$ cat src/rtl/lfpf_pkg.sv
// Shared types and constants for the leg fork point finder.
// No dependencies; every other file imports this package.
package lfpf_pkg;

  // Fixed field widths of the streaming channels and registers
  localparam int PIXEL_W = 8;
  localparam int OUT_W   = 12;
  localparam int CFG_W   = 13;
  localparam int APB_DW  = 32;
  localparam int APB_AW  = 3;

  // A pixel is white only at full level
  localparam logic [PIXEL_W-1:0] WHITE_LEVEL = 8'hFF;

  // Register reset values
  localparam logic [CFG_W-1:0] WIDTH_RESET  = 13'd640;
  localparam logic [CFG_W-1:0] HEIGHT_RESET = 13'd480;

  // Register index, taken from paddr[2]
  typedef enum logic {
    REG_IMAGE_WIDTH  = 1'b0,
    REG_IMAGE_HEIGHT = 1'b1
  } reg_idx_t;

  // One result item
  typedef struct packed {
    logic [OUT_W-1:0] fork_col;
    logic [OUT_W-1:0] fork_row;
  } fork_res_t;

endpackage

$ cat src/rtl/lfpf_if.sv
// Valid/ready stream interfaces for pixels in and fork points out.
// Depends on lfpf_pkg for field widths.
interface lfpf_pix_if;
  import lfpf_pkg::*;
  logic               valid;
  logic               ready;
  logic [PIXEL_W-1:0] pixel;
  logic               frame_start;

  modport source (output valid, output pixel, output frame_start, input ready);
  modport sink   (input valid, input pixel, input frame_start, output ready);
endinterface

interface lfpf_fork_if;
  import lfpf_pkg::*;
  logic             valid;
  logic             ready;
  logic [OUT_W-1:0] fork_col;
  logic [OUT_W-1:0] fork_row;

  modport source (output valid, output fork_col, output fork_row, input ready);
  modport sink   (input valid, input fork_col, input fork_row, output ready);
endinterface

$ cat src/rtl/lfpf_regs.sv
// APB register file: image_width at 0x0, image_height at 0x4.
// Drives clamped dimensions to the tracker. Depends on lfpf_pkg.
module lfpf_regs #(
  parameter int MAX_DIM = 4096
) (
  input  logic                        clk,
  input  logic                        rst,
  input  logic                        psel,
  input  logic                        penable,
  input  logic                        pwrite,
  input  logic [lfpf_pkg::APB_AW-1:0] paddr,
  input  logic [lfpf_pkg::APB_DW-1:0] pwdata,
  output logic [lfpf_pkg::APB_DW-1:0] prdata,
  output logic                        pready,
  output logic [$clog2(MAX_DIM+1)-1:0] width_eff,
  output logic [$clog2(MAX_DIM+1)-1:0] height_eff
);
  import lfpf_pkg::*;

  localparam int DW = $clog2(MAX_DIM + 1);

  logic [CFG_W-1:0] image_width;
  logic [CFG_W-1:0] image_height;
  reg_idx_t         idx;
  logic             wr_en;

  assign idx    = reg_idx_t'(paddr[2]);
  assign wr_en  = psel & penable & pwrite & pready;
  assign pready = 1'b1;

  // Write on the access phase
  always_ff @(posedge clk) begin
    if (rst) begin
      image_width  <= WIDTH_RESET;
      image_height <= HEIGHT_RESET;
    end else if (wr_en) begin
      unique case (idx)
        REG_IMAGE_WIDTH:  image_width  <= pwdata[CFG_W-1:0];
        REG_IMAGE_HEIGHT: image_height <= pwdata[CFG_W-1:0];
      endcase
    end
  end

  // Read back the stored value
  always_comb begin
    unique case (idx)
      REG_IMAGE_WIDTH:  prdata = APB_DW'(image_width);
      REG_IMAGE_HEIGHT: prdata = APB_DW'(image_height);
    endcase
  end

  // Saturate dimensions to 1..MAX_DIM
  always_comb begin
    if (image_width == '0)                      width_eff = DW'(1);
    else if (32'(image_width) > MAX_DIM)        width_eff = DW'(MAX_DIM);
    else                                        width_eff = DW'(image_width);
    if (image_height == '0)                     height_eff = DW'(1);
    else if (32'(image_height) > MAX_DIM)       height_eff = DW'(MAX_DIM);
    else                                        height_eff = DW'(image_height);
  end

endmodule

$ cat src/rtl/lfpf_tracker.sv
// Per-pixel search state: row scan accumulators, edges and centre.
// Updates once per stepped pixel and flags the pixel that ends the search.
// Depends on lfpf_pkg.
module lfpf_tracker #(
  parameter int MAX_DIM        = 4096,
  parameter int NEIGHBOUR_SPAN = 10,
  parameter int MAJORITY_COUNT = 5
) (
  input  logic                         clk,
  input  logic                         rst,
  input  logic                         step,
  input  logic                         white,
  input  logic                         frame_start,
  input  logic [$clog2(MAX_DIM+1)-1:0] width_eff,
  input  logic [$clog2(MAX_DIM+1)-1:0] height_eff,
  output logic                         emit,
  output lfpf_pkg::fork_res_t          res
);
  import lfpf_pkg::*;

  localparam int DW = $clog2(MAX_DIM + 1);
  localparam int CW = $clog2(MAX_DIM);
  localparam int LW = $clog2(NEIGHBOUR_SPAN + 1);
  localparam int SW = CW + 8;

  // Stored state
  logic [CW-1:0] col_count, row_index, centre_col, centre_row;
  logic [CW-1:0] left_edge_col, right_edge_col;
  logic [LW-1:0] left_white_count;
  logic          centre_is_white;
  logic [CW-1:0] nearest_left_white, nearest_right_white;
  logic          nearest_left_seen, nearest_right_seen;
  logic          search_done;

  // Next values
  logic [CW-1:0] col_count_next, row_index_next, centre_col_next, centre_row_next;
  logic [CW-1:0] left_edge_col_next, right_edge_col_next;
  logic [LW-1:0] left_white_count_next;
  logic          centre_is_white_next;
  logic [CW-1:0] nearest_left_white_next, nearest_right_white_next;
  logic          nearest_left_seen_next, nearest_right_seen_next;
  logic          search_done_next;

  logic          examined;
  logic          row_end;
  logic          stop;
  logic [CW:0]   edge_sum;

  always_comb begin
    // Start from stored state, or from frame defaults on frame start
    col_count_next           = col_count;
    row_index_next           = row_index;
    centre_col_next          = centre_col;
    centre_row_next          = centre_row;
    left_edge_col_next       = left_edge_col;
    right_edge_col_next      = right_edge_col;
    left_white_count_next    = left_white_count;
    centre_is_white_next     = centre_is_white;
    nearest_left_white_next  = nearest_left_white;
    nearest_left_seen_next   = nearest_left_seen;
    nearest_right_white_next = nearest_right_white;
    nearest_right_seen_next  = nearest_right_seen;
    search_done_next         = search_done;
    if (frame_start) begin
      col_count_next           = '0;
      row_index_next           = '0;
      centre_col_next          = CW'(width_eff >> 1);
      centre_row_next          = CW'(height_eff - DW'(1));
      left_edge_col_next       = '0;
      right_edge_col_next      = '0;
      left_white_count_next    = '0;
      centre_is_white_next     = 1'b0;
      nearest_left_white_next  = '0;
      nearest_left_seen_next   = 1'b0;
      nearest_right_white_next = '0;
      nearest_right_seen_next  = 1'b0;
      search_done_next         = 1'b0;
    end

    examined = (DW'(row_index_next) + DW'(1)) < height_eff;
    row_end  = (DW'(col_count_next) + DW'(1)) >= width_eff;
    stop     = 1'b0;
    edge_sum = '0;
    emit     = 1'b0;

    if (!search_done_next) begin
      // Accumulate the row scan around the centre column
      if (examined && white) begin
        if (col_count_next == centre_col_next) centre_is_white_next = 1'b1;
        if (col_count_next < centre_col_next) begin
          nearest_left_white_next = col_count_next;
          nearest_left_seen_next  = 1'b1;
          if (SW'(col_count_next) + SW'(NEIGHBOUR_SPAN) >= SW'(centre_col_next))
            left_white_count_next = left_white_count_next + LW'(1);
        end
        if (col_count_next > centre_col_next && !nearest_right_seen_next) begin
          nearest_right_white_next = col_count_next;
          nearest_right_seen_next  = 1'b1;
        end
      end

      if (!row_end) begin
        col_count_next = col_count_next + CW'(1);
      end else begin
        col_count_next = '0;
        // Examined row end: recentre and move edges if the centre was white
        if (examined) begin
          if (centre_is_white_next) begin
            centre_row_next = CW'(height_eff - DW'(1) - DW'(row_index_next));
            if (32'(left_white_count_next) > MAJORITY_COUNT) begin
              left_edge_col_next = centre_col_next;
              if (nearest_right_seen_next) right_edge_col_next = nearest_right_white_next;
            end else begin
              right_edge_col_next = centre_col_next;
              if (nearest_left_seen_next) left_edge_col_next = nearest_left_white_next;
            end
            edge_sum        = {1'b0, left_edge_col_next} + {1'b0, right_edge_col_next};
            centre_col_next = edge_sum[CW:1];
          end
          left_white_count_next    = '0;
          centre_is_white_next     = 1'b0;
          nearest_left_white_next  = '0;
          nearest_left_seen_next   = 1'b0;
          nearest_right_white_next = '0;
          nearest_right_seen_next  = 1'b0;
          if (centre_col_next == left_edge_col_next ||
              centre_col_next == right_edge_col_next) stop = 1'b1;
        end
        if (!examined) stop = 1'b1;
        // Advance the row, or finish and report
        if (stop) begin
          search_done_next = 1'b1;
          emit             = 1'b1;
        end else begin
          row_index_next = row_index_next + CW'(1);
        end
      end
    end

    res.fork_col = OUT_W'(centre_col_next);
    res.fork_row = OUT_W'(centre_row_next);
  end

  // Commit state on each stepped pixel
  always_ff @(posedge clk) begin
    if (rst) begin
      col_count           <= '0;
      row_index           <= '0;
      centre_col          <= '0;
      centre_row          <= '0;
      left_edge_col       <= '0;
      right_edge_col      <= '0;
      left_white_count    <= '0;
      centre_is_white     <= 1'b0;
      nearest_left_white  <= '0;
      nearest_left_seen   <= 1'b0;
      nearest_right_white <= '0;
      nearest_right_seen  <= 1'b0;
      search_done         <= 1'b1;
    end else if (step) begin
      col_count           <= col_count_next;
      row_index           <= row_index_next;
      centre_col          <= centre_col_next;
      centre_row          <= centre_row_next;
      left_edge_col       <= left_edge_col_next;
      right_edge_col      <= right_edge_col_next;
      left_white_count    <= left_white_count_next;
      centre_is_white     <= centre_is_white_next;
      nearest_left_white  <= nearest_left_white_next;
      nearest_left_seen   <= nearest_left_seen_next;
      nearest_right_white <= nearest_right_white_next;
      nearest_right_seen  <= nearest_right_seen_next;
      search_done         <= search_done_next;
    end
  end

endmodule

$ cat src/rtl/leg_fork_point_finder_unit.sv
// Top level of the leg fork point finder: input register, tracker, result register.
// Depends on lfpf_pkg, lfpf_if, lfpf_regs and lfpf_tracker.
//
//   channel    dir  handshake       payload
//   pix_in     in   valid/ready     pixel[7:0], frame_start
//   fork_out   out  valid/ready     fork_col[11:0], fork_row[11:0]
//   apb        in   psel/penable    paddr[2:0], pwdata/prdata[31:0], pready
//
// One pixel per cycle sustained unless a pending result stalls the input; a pixel
// waits in the input register, and its result, if any, is loaded into the result
// register as the pixel steps out. The tracker update between them is combinational.
// Reset (synchronous) leaves the search done: pixels are dropped until frame_start.
// A pending result stalls the input only when the next pixel would also report.
module leg_fork_point_finder_unit #(
  parameter int MAX_DIM        = 4096,
  parameter int NEIGHBOUR_SPAN = 10,
  parameter int MAJORITY_COUNT = 5
) (
  input  logic                        clk,
  input  logic                        rst,
  lfpf_pix_if.sink                    pix_in,
  lfpf_fork_if.source                 fork_out,
  input  logic                        psel,
  input  logic                        penable,
  input  logic                        pwrite,
  input  logic [lfpf_pkg::APB_AW-1:0] paddr,
  input  logic [lfpf_pkg::APB_DW-1:0] pwdata,
  output logic [lfpf_pkg::APB_DW-1:0] prdata,
  output logic                        pready
);
  import lfpf_pkg::*;

  localparam int DW = $clog2(MAX_DIM + 1);

  logic [DW-1:0] width_eff, height_eff;
  logic          s1_valid, s1_white, s1_frame_start;
  logic          advance, step, emit;
  fork_res_t     res, out_res;
  logic          out_valid;

  lfpf_regs #(.MAX_DIM(MAX_DIM)) u_regs (
    .clk        (clk),
    .rst        (rst),
    .psel       (psel),
    .penable    (penable),
    .pwrite     (pwrite),
    .paddr      (paddr),
    .pwdata     (pwdata),
    .prdata     (prdata),
    .pready     (pready),
    .width_eff  (width_eff),
    .height_eff (height_eff)
  );

  // Hold the input register only when its result cannot be placed
  assign advance      = !(s1_valid && emit && out_valid && !fork_out.ready);
  assign step         = s1_valid && advance;
  assign pix_in.ready = !s1_valid || advance;

  // Capture the incoming transfer
  always_ff @(posedge clk) begin
    if (rst) begin
      s1_valid <= 1'b0;
    end else if (pix_in.valid && pix_in.ready) begin
      s1_valid <= 1'b1;
    end else if (advance) begin
      s1_valid <= 1'b0;
    end
  end

  always_ff @(posedge clk) begin
    if (pix_in.valid && pix_in.ready) begin
      s1_white       <= (pix_in.pixel == WHITE_LEVEL);
      s1_frame_start <= pix_in.frame_start;
    end
  end

  lfpf_tracker #(
    .MAX_DIM        (MAX_DIM),
    .NEIGHBOUR_SPAN (NEIGHBOUR_SPAN),
    .MAJORITY_COUNT (MAJORITY_COUNT)
  ) u_tracker (
    .clk         (clk),
    .rst         (rst),
    .step        (step),
    .white       (s1_white),
    .frame_start (s1_frame_start),
    .width_eff   (width_eff),
    .height_eff  (height_eff),
    .emit        (emit),
    .res         (res)
  );

  // Result register: load on a reporting pixel, drop once transferred
  always_ff @(posedge clk) begin
    if (rst) begin
      out_valid <= 1'b0;
    end else if (step && emit) begin
      out_valid <= 1'b1;
    end else if (fork_out.ready) begin
      out_valid <= 1'b0;
    end
  end

  always_ff @(posedge clk) begin
    if (step && emit) out_res <= res;
  end

  assign fork_out.valid    = out_valid;
  assign fork_out.fork_col = out_res.fork_col;
  assign fork_out.fork_row = out_res.fork_row;

endmodule
$ cat src/flat_wrapper.sv
// flat-port wrapper written by rule: the top's interface ports become plain ports
module leg_fork_point_finder_unit_flat import lfpf_pkg::*;
#(
  parameter int MAX_DIM        = 4096,
  parameter int NEIGHBOUR_SPAN = 10,
  parameter int MAJORITY_COUNT = 5
)
  (clk, rst, psel, penable, pwrite, paddr, pwdata, prdata, pready, pix_in_valid, pix_in_pixel, pix_in_frame_start, pix_in_ready, fork_out_valid, fork_out_fork_col, fork_out_fork_row, fork_out_ready);
  lfpf_pix_if pix_in_i ();
  lfpf_fork_if fork_out_i ();
  input  logic clk;
  input  logic rst;
  input  logic psel;
  input  logic penable;
  input  logic pwrite;
  input  logic [lfpf_pkg::APB_AW-1:0] paddr;
  input  logic [lfpf_pkg::APB_DW-1:0] pwdata;
  output logic [lfpf_pkg::APB_DW-1:0] prdata;
  output logic pready;
  input wire logic [$bits(pix_in_i.valid)-1:0] pix_in_valid;
  input wire logic [$bits(pix_in_i.pixel)-1:0] pix_in_pixel;
  input wire logic [$bits(pix_in_i.frame_start)-1:0] pix_in_frame_start;
  output wire logic [$bits(pix_in_i.ready)-1:0] pix_in_ready;
  output wire logic [$bits(fork_out_i.valid)-1:0] fork_out_valid;
  output wire logic [$bits(fork_out_i.fork_col)-1:0] fork_out_fork_col;
  output wire logic [$bits(fork_out_i.fork_row)-1:0] fork_out_fork_row;
  input wire logic [$bits(fork_out_i.ready)-1:0] fork_out_ready;
  assign pix_in_i.valid = pix_in_valid;
  assign pix_in_i.pixel = pix_in_pixel;
  assign pix_in_i.frame_start = pix_in_frame_start;
  assign pix_in_ready = pix_in_i.ready;
  assign fork_out_valid = fork_out_i.valid;
  assign fork_out_fork_col = fork_out_i.fork_col;
  assign fork_out_fork_row = fork_out_i.fork_row;
  assign fork_out_i.ready = fork_out_ready;
  leg_fork_point_finder_unit #(.MAX_DIM(MAX_DIM), .NEIGHBOUR_SPAN(NEIGHBOUR_SPAN), .MAJORITY_COUNT(MAJORITY_COUNT)) u_core (.clk(clk), .rst(rst), .pix_in(pix_in_i), .fork_out(fork_out_i), .psel(psel), .penable(penable), .pwrite(pwrite), .paddr(paddr), .pwdata(pwdata), .prdata(prdata), .pready(pready));
endmodule
$ cat config.mk
export PLATFORM = sky130hd
export DESIGN_NAME = leg_fork_point_finder_unit_flat
export DESIGN_NICKNAME = d
export VERILOG_FILES = /design/src/rtl/lfpf_pkg.sv /design/src/rtl/lfpf_if.sv /design/src/rtl/lfpf_regs.sv /design/src/rtl/lfpf_tracker.sv /design/src/rtl/leg_fork_point_finder_unit.sv /design/src/flat_wrapper.sv
export SDC_FILE = /design/constraint.sdc
export NUM_CORES = 1
export LEC_CHECK = 0
export BUFFER_PORTS_ARGS = -buffer_cell sky130_fd_sc_hd__buf_2
export CELL_PAD_IN_SITES_DETAIL_PLACEMENT = 0
export CELL_PAD_IN_SITES_GLOBAL_PLACEMENT = 2
export CORE_ASPECT_RATIO = 1.1
export CORE_MARGIN = 4
export CORE_UTILIZATION = 40
export DETAILED_ROUTE_END_ITERATION = 6
export GPL_ROUTABILITY_DRIVEN = 0
export HOLD_SLACK_MARGIN = 0.08
export PLACE_DENSITY_LB_ADDON = 0.1
export SLEW_MARGIN = 20
export SYNTH_ARGS = -nofsm -noshare
export SYNTH_HDL_FRONTEND = slang
export SYNTH_HIERARCHICAL = 1
export SYNTH_SLANG_ARGS = --single-unit
$ cat constraint.sdc
create_clock -name clk -period 27.5 [get_ports clk]
set_clock_uncertainty 0.1 [all_clocks]
set_input_delay 4.125 -clock clk [delete_from_list [all_inputs] [get_ports clk]]
set_output_delay 4.125 -clock clk [all_outputs]
set_load 0.01 [all_outputs]
==> out/qor.csv, run 1 <==
stage;metric;value;unit
run_status;outcome;finished, final reports clean;
sta;rsz0062_at_grt;false;
sta;setup-violations-final;0;
setup_path;cp_num_buf_inv;5;
clock_network;postCtsSetupBuffers;0;
place;place_ws;11.94;ns
routing;wl_per_cell;21.7;um
routing;viasPerCell;5.70;
synth;synth_top_area_share;21.6;%
sta;max_freq;0.0613;GHz
routing;antenna_left;0;
clock_network;clock-sinks;158;
synth;synthCells;1507;
synth;synth_seq_cells;158;
routing;dr.pass1.iters;5;
place;dp.final_hpwl;31700;um
routing;wirelength;42300;um
synth;synthTopCellsByArea;dfxtp_1, ha_1, edfxtp_1;
synth;synth.avg_cell_area;8.11;um^2
synth;synthArstFlopShare;0;%
sta;worst_hold_slack;0.368;ns
routing;drc;0;
finish;design_area;13400;um^2
sta;period_needed;16.31;ns
floorplan;row_count;66;
finish;reg.largest.list;u_core/u_regs/image_height (13), u_core/u_regs/image_width (13);
sta;fin_ws;11.19;ns
global_routing;overflow;0;
clock_network;cts_tree;done;
finish;most-common-layout-cells;nor2_1, dfxtp_1, nand2_1, a21oi_1, mux2i_1;
sta;fin_crit_sh;59.3;%
finish;final_common_cell;nor2_1;
setup_path;cp.required;23.27;ns
synth;yosysUniqueCellTypes;90;
routing;vias;11119;
setup_path;crit_path_top_delay_cell;o21ai_0;
clock_network;clock-root-buffer;clkbuf_16;
synth;synth.largest_area_cell;dfxtp_1;
global_routing;antenna_found_initial;0;
floorplan;io_pins;110;
floorplan;start_util;41.0;%
finish;fin_nets;1656;
setup_path;worstPathMaxFanout;42;
sta;drv_slew;0;
synth;netlist_area;12200;um^2
global_routing;grt.total_usage;24.9;%
finish;ff_latch_area;3420;um^2
floorplan;dieHeight;191;um
global_routing;grt_pass1_wl;64200;um
floorplan;dieArea;33400;um^2
clock_network;hold_buffers;0;
setup_path;crit_arrival;12.08;ns
finish;n_antenna_cell;0;
clock_network;cts_resized;0;
sta;setup_tns;0;ns
global_routing;grt_pass1_vias;10792;
setup_path;path_delay_family;compound AO/OA/AOI/OAI gates;
sta;finalHoldViolations;0;
power_and_ir_drop;power_leakage;5.35;nW
place;place_area;12800;um^2
job;drv_cap;0;
setup_path;critPathMaxStageDelay;0.83;ns
clock_network;ctsLongestPathBuffers;2;
clock_network;clock_latency;0.44;ns
power_and_ir_drop;powerDensity;41.8;nW/um^2
clock_network;clkSlewWorstSetupHoldPaths;0.06;ns
global_routing;grt_start_max_net_pins;92;
clock_network;cts_buffers;17;
place;port_buffers;68;
min_path;worstHoldPathType;reg -> reg;
synth;synthFlopType;dfxtp_1;
synth;ys_warn_count;6;
floorplan;die_x;175;um
setup_path;critPathMostFrequentCell;and3_1;
setup_path;path_class;reg -> out;
floorplan;core-area;29800;um^2
setup_path;start_kind;flop;
finish;nFillCells;3036;
sta;worst_slew_pin_slew;1.05;ns
power_and_ir_drop;irDropWorstVdd;33.0;uV
finish;drive_above_1_share;11.2;%
synth;synth_edf_count;26;
routing;drt-initial-drc-count;799;
finish;multi_input_area;8140;um^2
clock_network;htreeDepth;4;
sta;slew_headroom;29.5;%
setup_path;crit_path_end_kind;output port;
finish;fin_util;44.9;%
finish;area_delta_synth_final;9.45;%
synth;yosysSeqAreaShare;28.0;%
## kinds of logic after synthesis
family,Yosys count,synth area share (%)
simple gates,552,22.6
compound gates,371,20.8
buf+inv,163,5.98
flops,158,28.0
mux,99,8.35
xor+xnor,85,6.16
fa+ha+maj,77,8.01
other cells,2,0.0615
## area by class of cell
cell class	instances	share of cell area, %
Clock inverter	12	1.05
Timing Repair Buffer	90	3.80
Sequential cell	158	25.6
Tap cell	408	3.82
Inverter	57	1.60
Multi-Input combinational cell	1204	60.9
Clock buffer	20	3.27
## metrics by stage
| step | power (mW) | cells |
|---|---|---|
| after floorplan | 0.300 | 1525 |
| after global placement | 0.321 | 1917 |
| after detailed placement | 0.321 | 1917 |
| after CTS | 0.563 | 1949 |
| after global routing | 0.579 | 1949 |
| final | 0.559 | 1949 |
## where the power goes
part           switching, mW  internal, mW
combinational         0.0499        0.0262
sequential           0.00308         0.237
clock                  0.108         0.135
## worst reg2reg max path, delay by kind of cell (launching register included)
family | cells | cell delay (ns)
buffers and inverters | 7 | 1.72
adders and majority gates | 2 | 0.70
AOI/OAI and AO/OA | 17 | 6.25
DFF | 1 | 0.38
xor gates and xnor gates | 1 | 0.15
and+or+nand+nor | 18 | 4.32
## synth_stat cells, types with 6 or more instances
library cell / n
nor2_1: 186
dfxtp_1: 132
nand2_1: 113
a21oi_1: 92
mux2i_1: 76
ha_1: 75
clkbuf_1: 65
o21ai_0: 57
inv_1: 56
xnor2_1: 55
a22oi_1: 52
nor2b_1: 52
nand2b_1: 37
nand3_1: 34
xor2_1: 29
nand4_1: 27
edfxtp_1: 26
mux2_2: 23
buf_4: 22
and3_1: 19
o21a_1: 18
a31oi_1: 15
a211oi_1: 14
o22ai_1: 14
nor3_1: 13
nor4_1: 13
a21o_1: 12
buf_2: 11
a2bb2oi_1: 10
or3_1: 9
and2_1: 7
nor4b_1: 7
o21ai_1: 7
nand3b_1: 6
## layer usage
metal | global-route usage (%) | routed length (um)
met5 | 0 | 0
met4 | 10.1 | 1690
met3 | 3.01 | 1610
met2 | 44.0 | 20700
met1 | 30.9 | 18300
## final timing paths
path	depth (start not counted)	slack (ns)	startpoint	endpoint
worst max-delay path	38	11.19	u_core/s1_frame_start	pix_in_ready
worst min-delay path	2	0.37	u_core/u_tracker/centre_is_white	u_core/u_tracker/centre_is_white
worst max register to register	45	13.82	u_core/s1_frame_start	u_core/u_tracker/nearest_left_white[9]
worst min register to register	2	0.37	u_core/u_tracker/centre_is_white	u_core/u_tracker/centre_is_white
Power figures use the tool's default switching activity.
==> inputs of run 2 (changes only) <==
- CORE_UTILIZATION: 40 -> 33
- clock period: 27.5 -> 13.52 ns (I/O delays scaled with it)
==> out/qor.csv, run 2 (same netlist as run 1, synthesis figures left out) <==
stage;metric;value;unit;change
finish;area_delta_synth_final;11.2;%;
sta;period_needed;12.58;ns;
finish;drive_above_1_share;12.2;%;+0.99 points
routing;wl_per_cell;22.2;um;+2.0%
routing;dr.pass1.iters;7;;+2
clock_network;cts_buffers;17;;unchanged
place;place_area;13000;um^2;+1.6%
setup_path;start_kind;flop;;
finish;most-common-layout-cells;nor2_1, dfxtp_1, nand2_1, a21oi_1, mux2i_1;;
clock_network;clock-sinks;158;;unchanged
power_and_ir_drop;power_leakage;5.44;nW;+1.7%
finish;final_common_cell;nor2_1;;
setup_path;worstPathMaxFanout;13;;-69%
sta;finalHoldViolations;0;;unchanged
finish;design_area;13600;um^2;+1.6%
clock_network;clock_latency;0.45;ns;about the same
setup_path;r2r-start;u_core/s1_frame_start;;
clock_network;htreeDepth;4;;unchanged
setup_path;critPathMaxStageDelay;0.58;ns;-0.25 ns
sta;setup_tns;0;ns;unchanged
floorplan;dieArea;40200;um^2;+20%
sta;max_freq;0.0795;GHz;
setup_path;crit_path_top_delay_cell;and3_1;;
finish;reg.largest.list;u_core/u_regs/image_height (13), u_core/u_regs/image_width (13);;
setup_path;crit_start;u_core/s1_frame_start;;
global_routing;grt_start_max_net_pins;79;;-14%
job;drv_cap;0;;unchanged
sta;setup-violations-final;0;;unchanged
setup_path;crit_path_end_kind;output port;;
sta;drv_slew;0;;unchanged
setup_path;rrSetupSlack;1.81;ns;-12.01 ns
routing;drt-initial-drc-count;724;;-9.4%
sta;slew_headroom;30.1;%;+0.58 points
setup_path;cp.required;11.39;ns;-11.88 ns
routing;vias;11119;;unchanged
clock_network;cts_tree;done;;
global_routing;antenna_found_initial;0;;unchanged
routing;viasPerCell;5.45;;-4.6%
floorplan;die_x;191;um;+9.6%
setup_path;path_class;reg -> out;;
global_routing;overflow;0;;unchanged
routing;wirelength;45200;um;+6.8%
finish;n_antenna_cell;0;;unchanged
sta;worst_hold_slack;0.374;ns;+0.00637 ns
clock_network;postCtsSetupBuffers;0;;unchanged
clock_network;clkSlewWorstSetupHoldPaths;0.07;ns;about the same
floorplan;core-area;36400;um^2;+22%
finish;nFillCells;3899;;+28%
place;port_buffers;68;;unchanged
setup_path;endpoint;pix_in_ready;;
routing;drc;0;;unchanged
sta;worst_slew_pin_slew;1.05;ns;-0.00557 ns
clock_network;hold_buffers;0;;unchanged
floorplan;io_pins;110;;unchanged
floorplan;dieHeight;210;um;+9.7%
global_routing;grt.total_usage;22.5;%;-2.4 points
power_and_ir_drop;powerDensity;84.0;nW/um^2;+100%
clock_network;cts_resized;0;;unchanged
finish;fin_nets;1670;;+0.85%
sta;rsz0062_at_grt;false;;
routing;antenna_left;0;;unchanged
floorplan;row_count;73;;+11%
place;dp.final_hpwl;34300;um;+8.4%
finish;fin_util;37.4;%;-7.5 points
setup_path;ff2ff_path_depth;45;;unchanged
global_routing;grt_pass1_wl;68600;um;+6.8%
setup_path;reg2reg_to;u_core/u_tracker/nearest_left_white[8];;
min_path;worstHoldPathType;reg -> reg;;
global_routing;grt_pass1_vias;10991;;+1.8%
sta;fin_crit_sh;93.0;%;
clock_network;ctsLongestPathBuffers;2;;unchanged
setup_path;crit_arrival;10.45;ns;-1.63 ns
power_and_ir_drop;irDropWorstVdd;88.4;uV;+170%
floorplan;start_util;33.6;%;-7.4 points
clock_network;clock-root-buffer;clkbuf_16;;
run_status;outcome;finished, final reports clean;;
[run 2: cell type report]
class	count	area, um^2	share of cell area [%]
flip-flops and latches	158	3420	25.2
clock inverters	15	161	1.19
well taps	487	609	4.49
clock buffers	17	425	3.13
repair buffers	104	613	4.51
inverters	57	214	1.58
multi-input cells	1204	8140	59.9
[run 2: critical path: cells and delay by family, from the launching register on]
| kind | cells | cell delay, ns |
|---|---|---|
| adders and majority gates | 3 | 1.01 |
| buffers and inverters | 7 | 1.24 |
| DFF | 1 | 0.49 |
| AOI/OAI and AO/OA | 15 | 3.89 |
| and+or+nand+nor | 14 | 3.35 |
[run 2: worst min path at each step]
| stage | cells after the start | end | slack [ns] | start |
|---|---|---|---|---|
| after detailed placement | 2 | u_core/u_tracker/centre_is_white | 0.36 | u_core/u_tracker/centre_is_white |
| after floorplan | 2 | u_core/u_tracker/centre_is_white | 0.34 | u_core/u_tracker/centre_is_white |
| after CTS | 2 | u_core/u_tracker/centre_is_white | 0.38 | u_core/u_tracker/centre_is_white |
| after global routing | 2 | u_core/u_tracker/centre_is_white | 0.42 | u_core/u_tracker/centre_is_white |
| after global placement | 2 | u_core/u_tracker/centre_is_white | 0.35 | u_core/u_tracker/centre_is_white |
| final | 2 | u_core/u_tracker/centre_is_white | 0.37 | u_core/u_tracker/centre_is_white |
[run 2: metrics by stage]
step / std cells / total power, mW / worst slack, ns
final: 2042 / 1.14 / 0.943
after floorplan: 1525 / 0.610 / 1.70
after detailed placement: 2010 / 0.659 / 1.52
after global placement: 2010 / 0.659 / 1.57
after global routing: 2042 / 1.19 / 0.210
after CTS: 2042 / 1.16 / 0.996
[run 2: power by group]
part	internal (mW)	total, mW	switching, mW
logic	0.0549	0.159	0.104
clock network	0.260	0.493	0.234
registers	0.482	0.489	0.00668
total	0.797	1.14	0.344
[run 2: routing by layer]
metal	up-vias	routed length (um)	global-route usage, %
met3	56	1290	2.66
met2	226	22400	38.7
met1	5346	20000	28.8
met4	0	1540	8.65
met5	-	0	0
li1	5491	-	-
==> inputs of run 3 (changes only) <==
- SYNTH_HIERARCHICAL: 1 -> default
- TNS_END_PERCENT: default -> 10
==> out/qor.csv, run 3 <==
stage;metric;value;unit;change
finish;fin_nets;1810;;+8.4%
clock_network;cts_tree;done;;
setup_path;critPathMostFrequentCell;nand3_1;;
global_routing;grt_util_met1;31.5;%;+2.7 points
run_status;outcome;complete, but fails checks;;
synth;synthTopCellsByArea;dfxtp_1, ha_1, edfxtp_1;;
floorplan;row_count;76;;+4.1%
sta;worst_slew_pin_slew;1.14;ns;+0.0950 ns
synth;synthSimpleGateAreaFrac;24.5;%;+1.8 points
finish;reg.largest.list;u_core.u_regs.image_height (13), u_core.u_regs.image_width (13);;
clock_network;postCtsSetupBuffers;0;;unchanged
setup_path;start_kind;flop;;
power_and_ir_drop;intPower;848;uW;+6.3%
routing;vias;12707;;+14%
floorplan;die_x;197;um;+3.1%
clock_network;ctsLongestPathBuffers;2;;unchanged
global_routing;grt_pass1_vias;12352;;+12%
finish;fin_util;36.6;%;-0.73 points
synth;yosys-top-cells-count;nand2_1, nor2_1, dfxtp_1, a21oi_1, inv_1;;
routing;drt-initial-drc-count;1003;;+39%
sta;rsz0062_at_grt;false;;
sta;worst_hold_slack;0.360;ns;-0.0140 ns
power_and_ir_drop;irDropWorstVdd;83.1;uV;-5.9%
clock_network;cts_buffers;17;;unchanged
sta;finalHoldViolations;0;;unchanged
power_and_ir_drop;sw_frac_of_total;34.9;%;+4.7 points
sta;max_freq;0.0797;GHz;+0.19%
setup_path;crit_path_top_delay_cell;edfxtp_1;;
finish;nFillCells;4208;;+7.9%
floorplan;dieHeight;216;um;+3.1%
clock_network;clock-sinks;158;;unchanged
place;dp.final_hpwl;40200;um;+17%
floorplan;io_pins;110;;unchanged
sta;period_needed;12.55;ns;-0.0243 ns
place;port_buffers;68;;unchanged
global_routing;grt.total_usage;24.8;%;+2.3 points
clock_network;hold_buffers;0;;unchanged
global_routing;antenna_found_initial;0;;unchanged
global_routing;grt_pass1_wl;80200;um;+17%
power_and_ir_drop;power_leakage;5.65;nW;+3.9%
power_and_ir_drop;powerDensity;90.9;nW/um^2;+8.2%
clock_network;htreeDepth;4;;unchanged
synth;yosysSeqAreaShare;26.3;%;-1.7 points
routing;dr.pass1.iters;7;;unchanged
finish;area_delta_synth_final;10.0;%;
power_and_ir_drop;seqPwrFrac;38.7;%;-4.2 points
setup_path;crit_arrival;10.42;ns;-0.03 ns
finish;drive_above_1_share;12.7;%;+0.54 points
power_and_ir_drop;combPwrFrac;22.5;%;+8.6 points
setup_path;path_class;reg -> out;;
synth;synth.largest_area_cell;dfxtp_1;;
power_and_ir_drop;p_clk_share;38.8;%;-4.4 points
floorplan;start_util;33.3;%;-0.31 points
finish;final_common_cell;nand2_1;;
synth;synth.avg_cell_area;7.79;um^2;-3.9%
synth;synth_seq_cells;158;;unchanged
setup_path;cp.required;11.39;ns;about the same
routing;drc;1;;+1
clock_network;clkSlewWorstSetupHoldPaths;0.07;ns;about the same
clock_network;clock_latency;0.46;ns;about the same
synth;synthArstFlopShare;0;%;unchanged
clock_network;cts_resized;0;;unchanged
run_status;violations;DRC;;
global_routing;grt_util_met3;3.22;%;+0.56 points
synth;synthCells;1671;;+11%
synth;synth_top_family_by_area;simple AND/OR/NAND/NOR gates;;
floorplan;core-area;39100;um^2;+7.5%
routing;wirelength;54100;um;+20%
finish;most-common-layout-cells;nand2_1, nor2_1, dfxtp_1, a21oi_1, inv_1;;
synth;yosysUniqueCellTypes;101;;+12%
global_routing;overflow;0;;unchanged
setup_path;worstPathMaxFanout;18;;+5
synth;synth_xor_area_share;5.79;%;-0.37 points
routing;viasPerCell;5.75;;+5.7%
sta;drv_slew;0;;unchanged
synth;synth_compound_area_share;22.8;%;+2.0 points
finish;n_antenna_cell;0;;unchanged
clock_network;clock-root-buffer;clkbuf_16;;
floorplan;dieArea;42700;um^2;+6.3%
global_routing;met2_usage;42.4;%;+3.7 points
setup_path;crit_path_end_kind;output port;;
global_routing;grt_start_max_net_pins;55;;-30%
synth;synth_edf_count;26;;unchanged
synth;synthFlopType;dfxtp_1;;
synth;synthAdderAreaFrac;7.03;%;-0.98 points
synth;synth_most_common_cell;nand2_1;;
min_path;worstHoldPathType;reg -> reg;;
synth;synth_top_area_share;20.3;%;-1.3 points
routing;wl_per_cell;24.5;um;+11%
synth;netlist_area;13000;um^2;+6.5%
setup_path;critPathMaxStageDelay;0.74;ns;+0.16 ns
sta;setup-violations-final;0;;unchanged
routing;antenna_left;0;;unchanged
sta;slew_headroom;23.5;%;-6.6 points
sta;fin_crit_sh;92.8;%;-0.18 points
synth;muxShareOfSynthArea;6.32;%;-2.0 points
global_routing;busiest_layer;met2;;
synth;ys_warn_count;0;;-6
job;drv_cap;0;;unchanged
power_and_ir_drop;switchingPower;454;uW;+32%
sta;setup_tns;0;ns;unchanged
-- run 3: cell count changes after synthesis, sizes merged, moves of 25 or more --
cell	change
nand2b	-25
nand3	+35
nand2	+83
nor2	-46
nor3	+35
a22oi	-48
-- run 3: worst paths after layout --
kind,slack (ns),startpoint,to,cells past startpoint
worst min-delay path,0.36,u_core.u_tracker.row_index[1],u_core.u_tracker.row_index[1],2
worst max register to register,2.53,u_core.s1_frame_start,u_core.u_tracker.nearest_right_white[2],32
worst min register to register,0.36,u_core.u_tracker.row_index[1],u_core.u_tracker.row_index[1],2
worst max-delay path,0.97,u_core.s1_frame_start,pix_in_ready,31
-- run 3: stage by stage --
step / worst slack (ns) / cells / power, mW / cell area, um^2
6_report: 0.967 / 2208 / 1.30 / 14300
5_1_grt: 0.300 / 2208 / 1.35 / 14300
4_1_cts: 1.16 / 2208 / 1.31 / 14300
3_5_place_dp: 1.67 / 2176 / 0.805 / 13700
3_3_place_gp: 1.70 / 2176 / 0.806 / 13700
2_1_floorplan: 2.38 / 1689 / 0.709 / 13100
-- run 3: kinds of logic after synthesis --
logic type,Yosys count
AO/OA/AOI/OAI,427
XOR/XNOR,86
adder cells (fa/ha/maj),72
buffers and inverters,203
flip-flops,158
multiplexers,79
other,2
AND/OR/NAND/NOR,644
-- run 3: power groups by stage --
stage	Sequential [mW]	Clock, mW	Combinational [mW]
CTS	0.503	0.514	0.292
finish	0.504	0.504	0.293
global placement	0.514	0	0.292
floorplan	0.505	0	0.203
global route	0.505	0.531	0.317
detailed placement	0.514	0	0.291
-- run 3: cell type report --
type,instances,area (um^2),share of cell area [%]
clock buffers,20,457,3.19
clock inverters,12,124,0.865
inverters,79,297,2.07
multi-input cells,1328,8770,61.3
flip-flops and latches,158,3420,23.9
well taps,507,634,4.43
repair buffers,104,613,4.28
-- run 3: critical path: cells and delay by family, from the launching register on --
family	cells	cell delay [ns]
flops	1	0.74
buf+inv	4	0.83
compound gates	9	2.70
simple gates	14	4.24
fa+ha+maj	2	0.71
xor+xnor	2	0.70
-- run 3: layer usage --
| layer | routed length [um] | part of all wire, % | vias up |
|---|---|---|---|
| li1 | - | - | 6078 |
| met1 | 22900 | 42 | 6114 |
| met2 | 26500 | 49 | 421 |
| met3 | 2580 | 4.8 | 94 |
| met4 | 2170 | 4.0 | 0 |
| met5 | 0 | 0 | - |
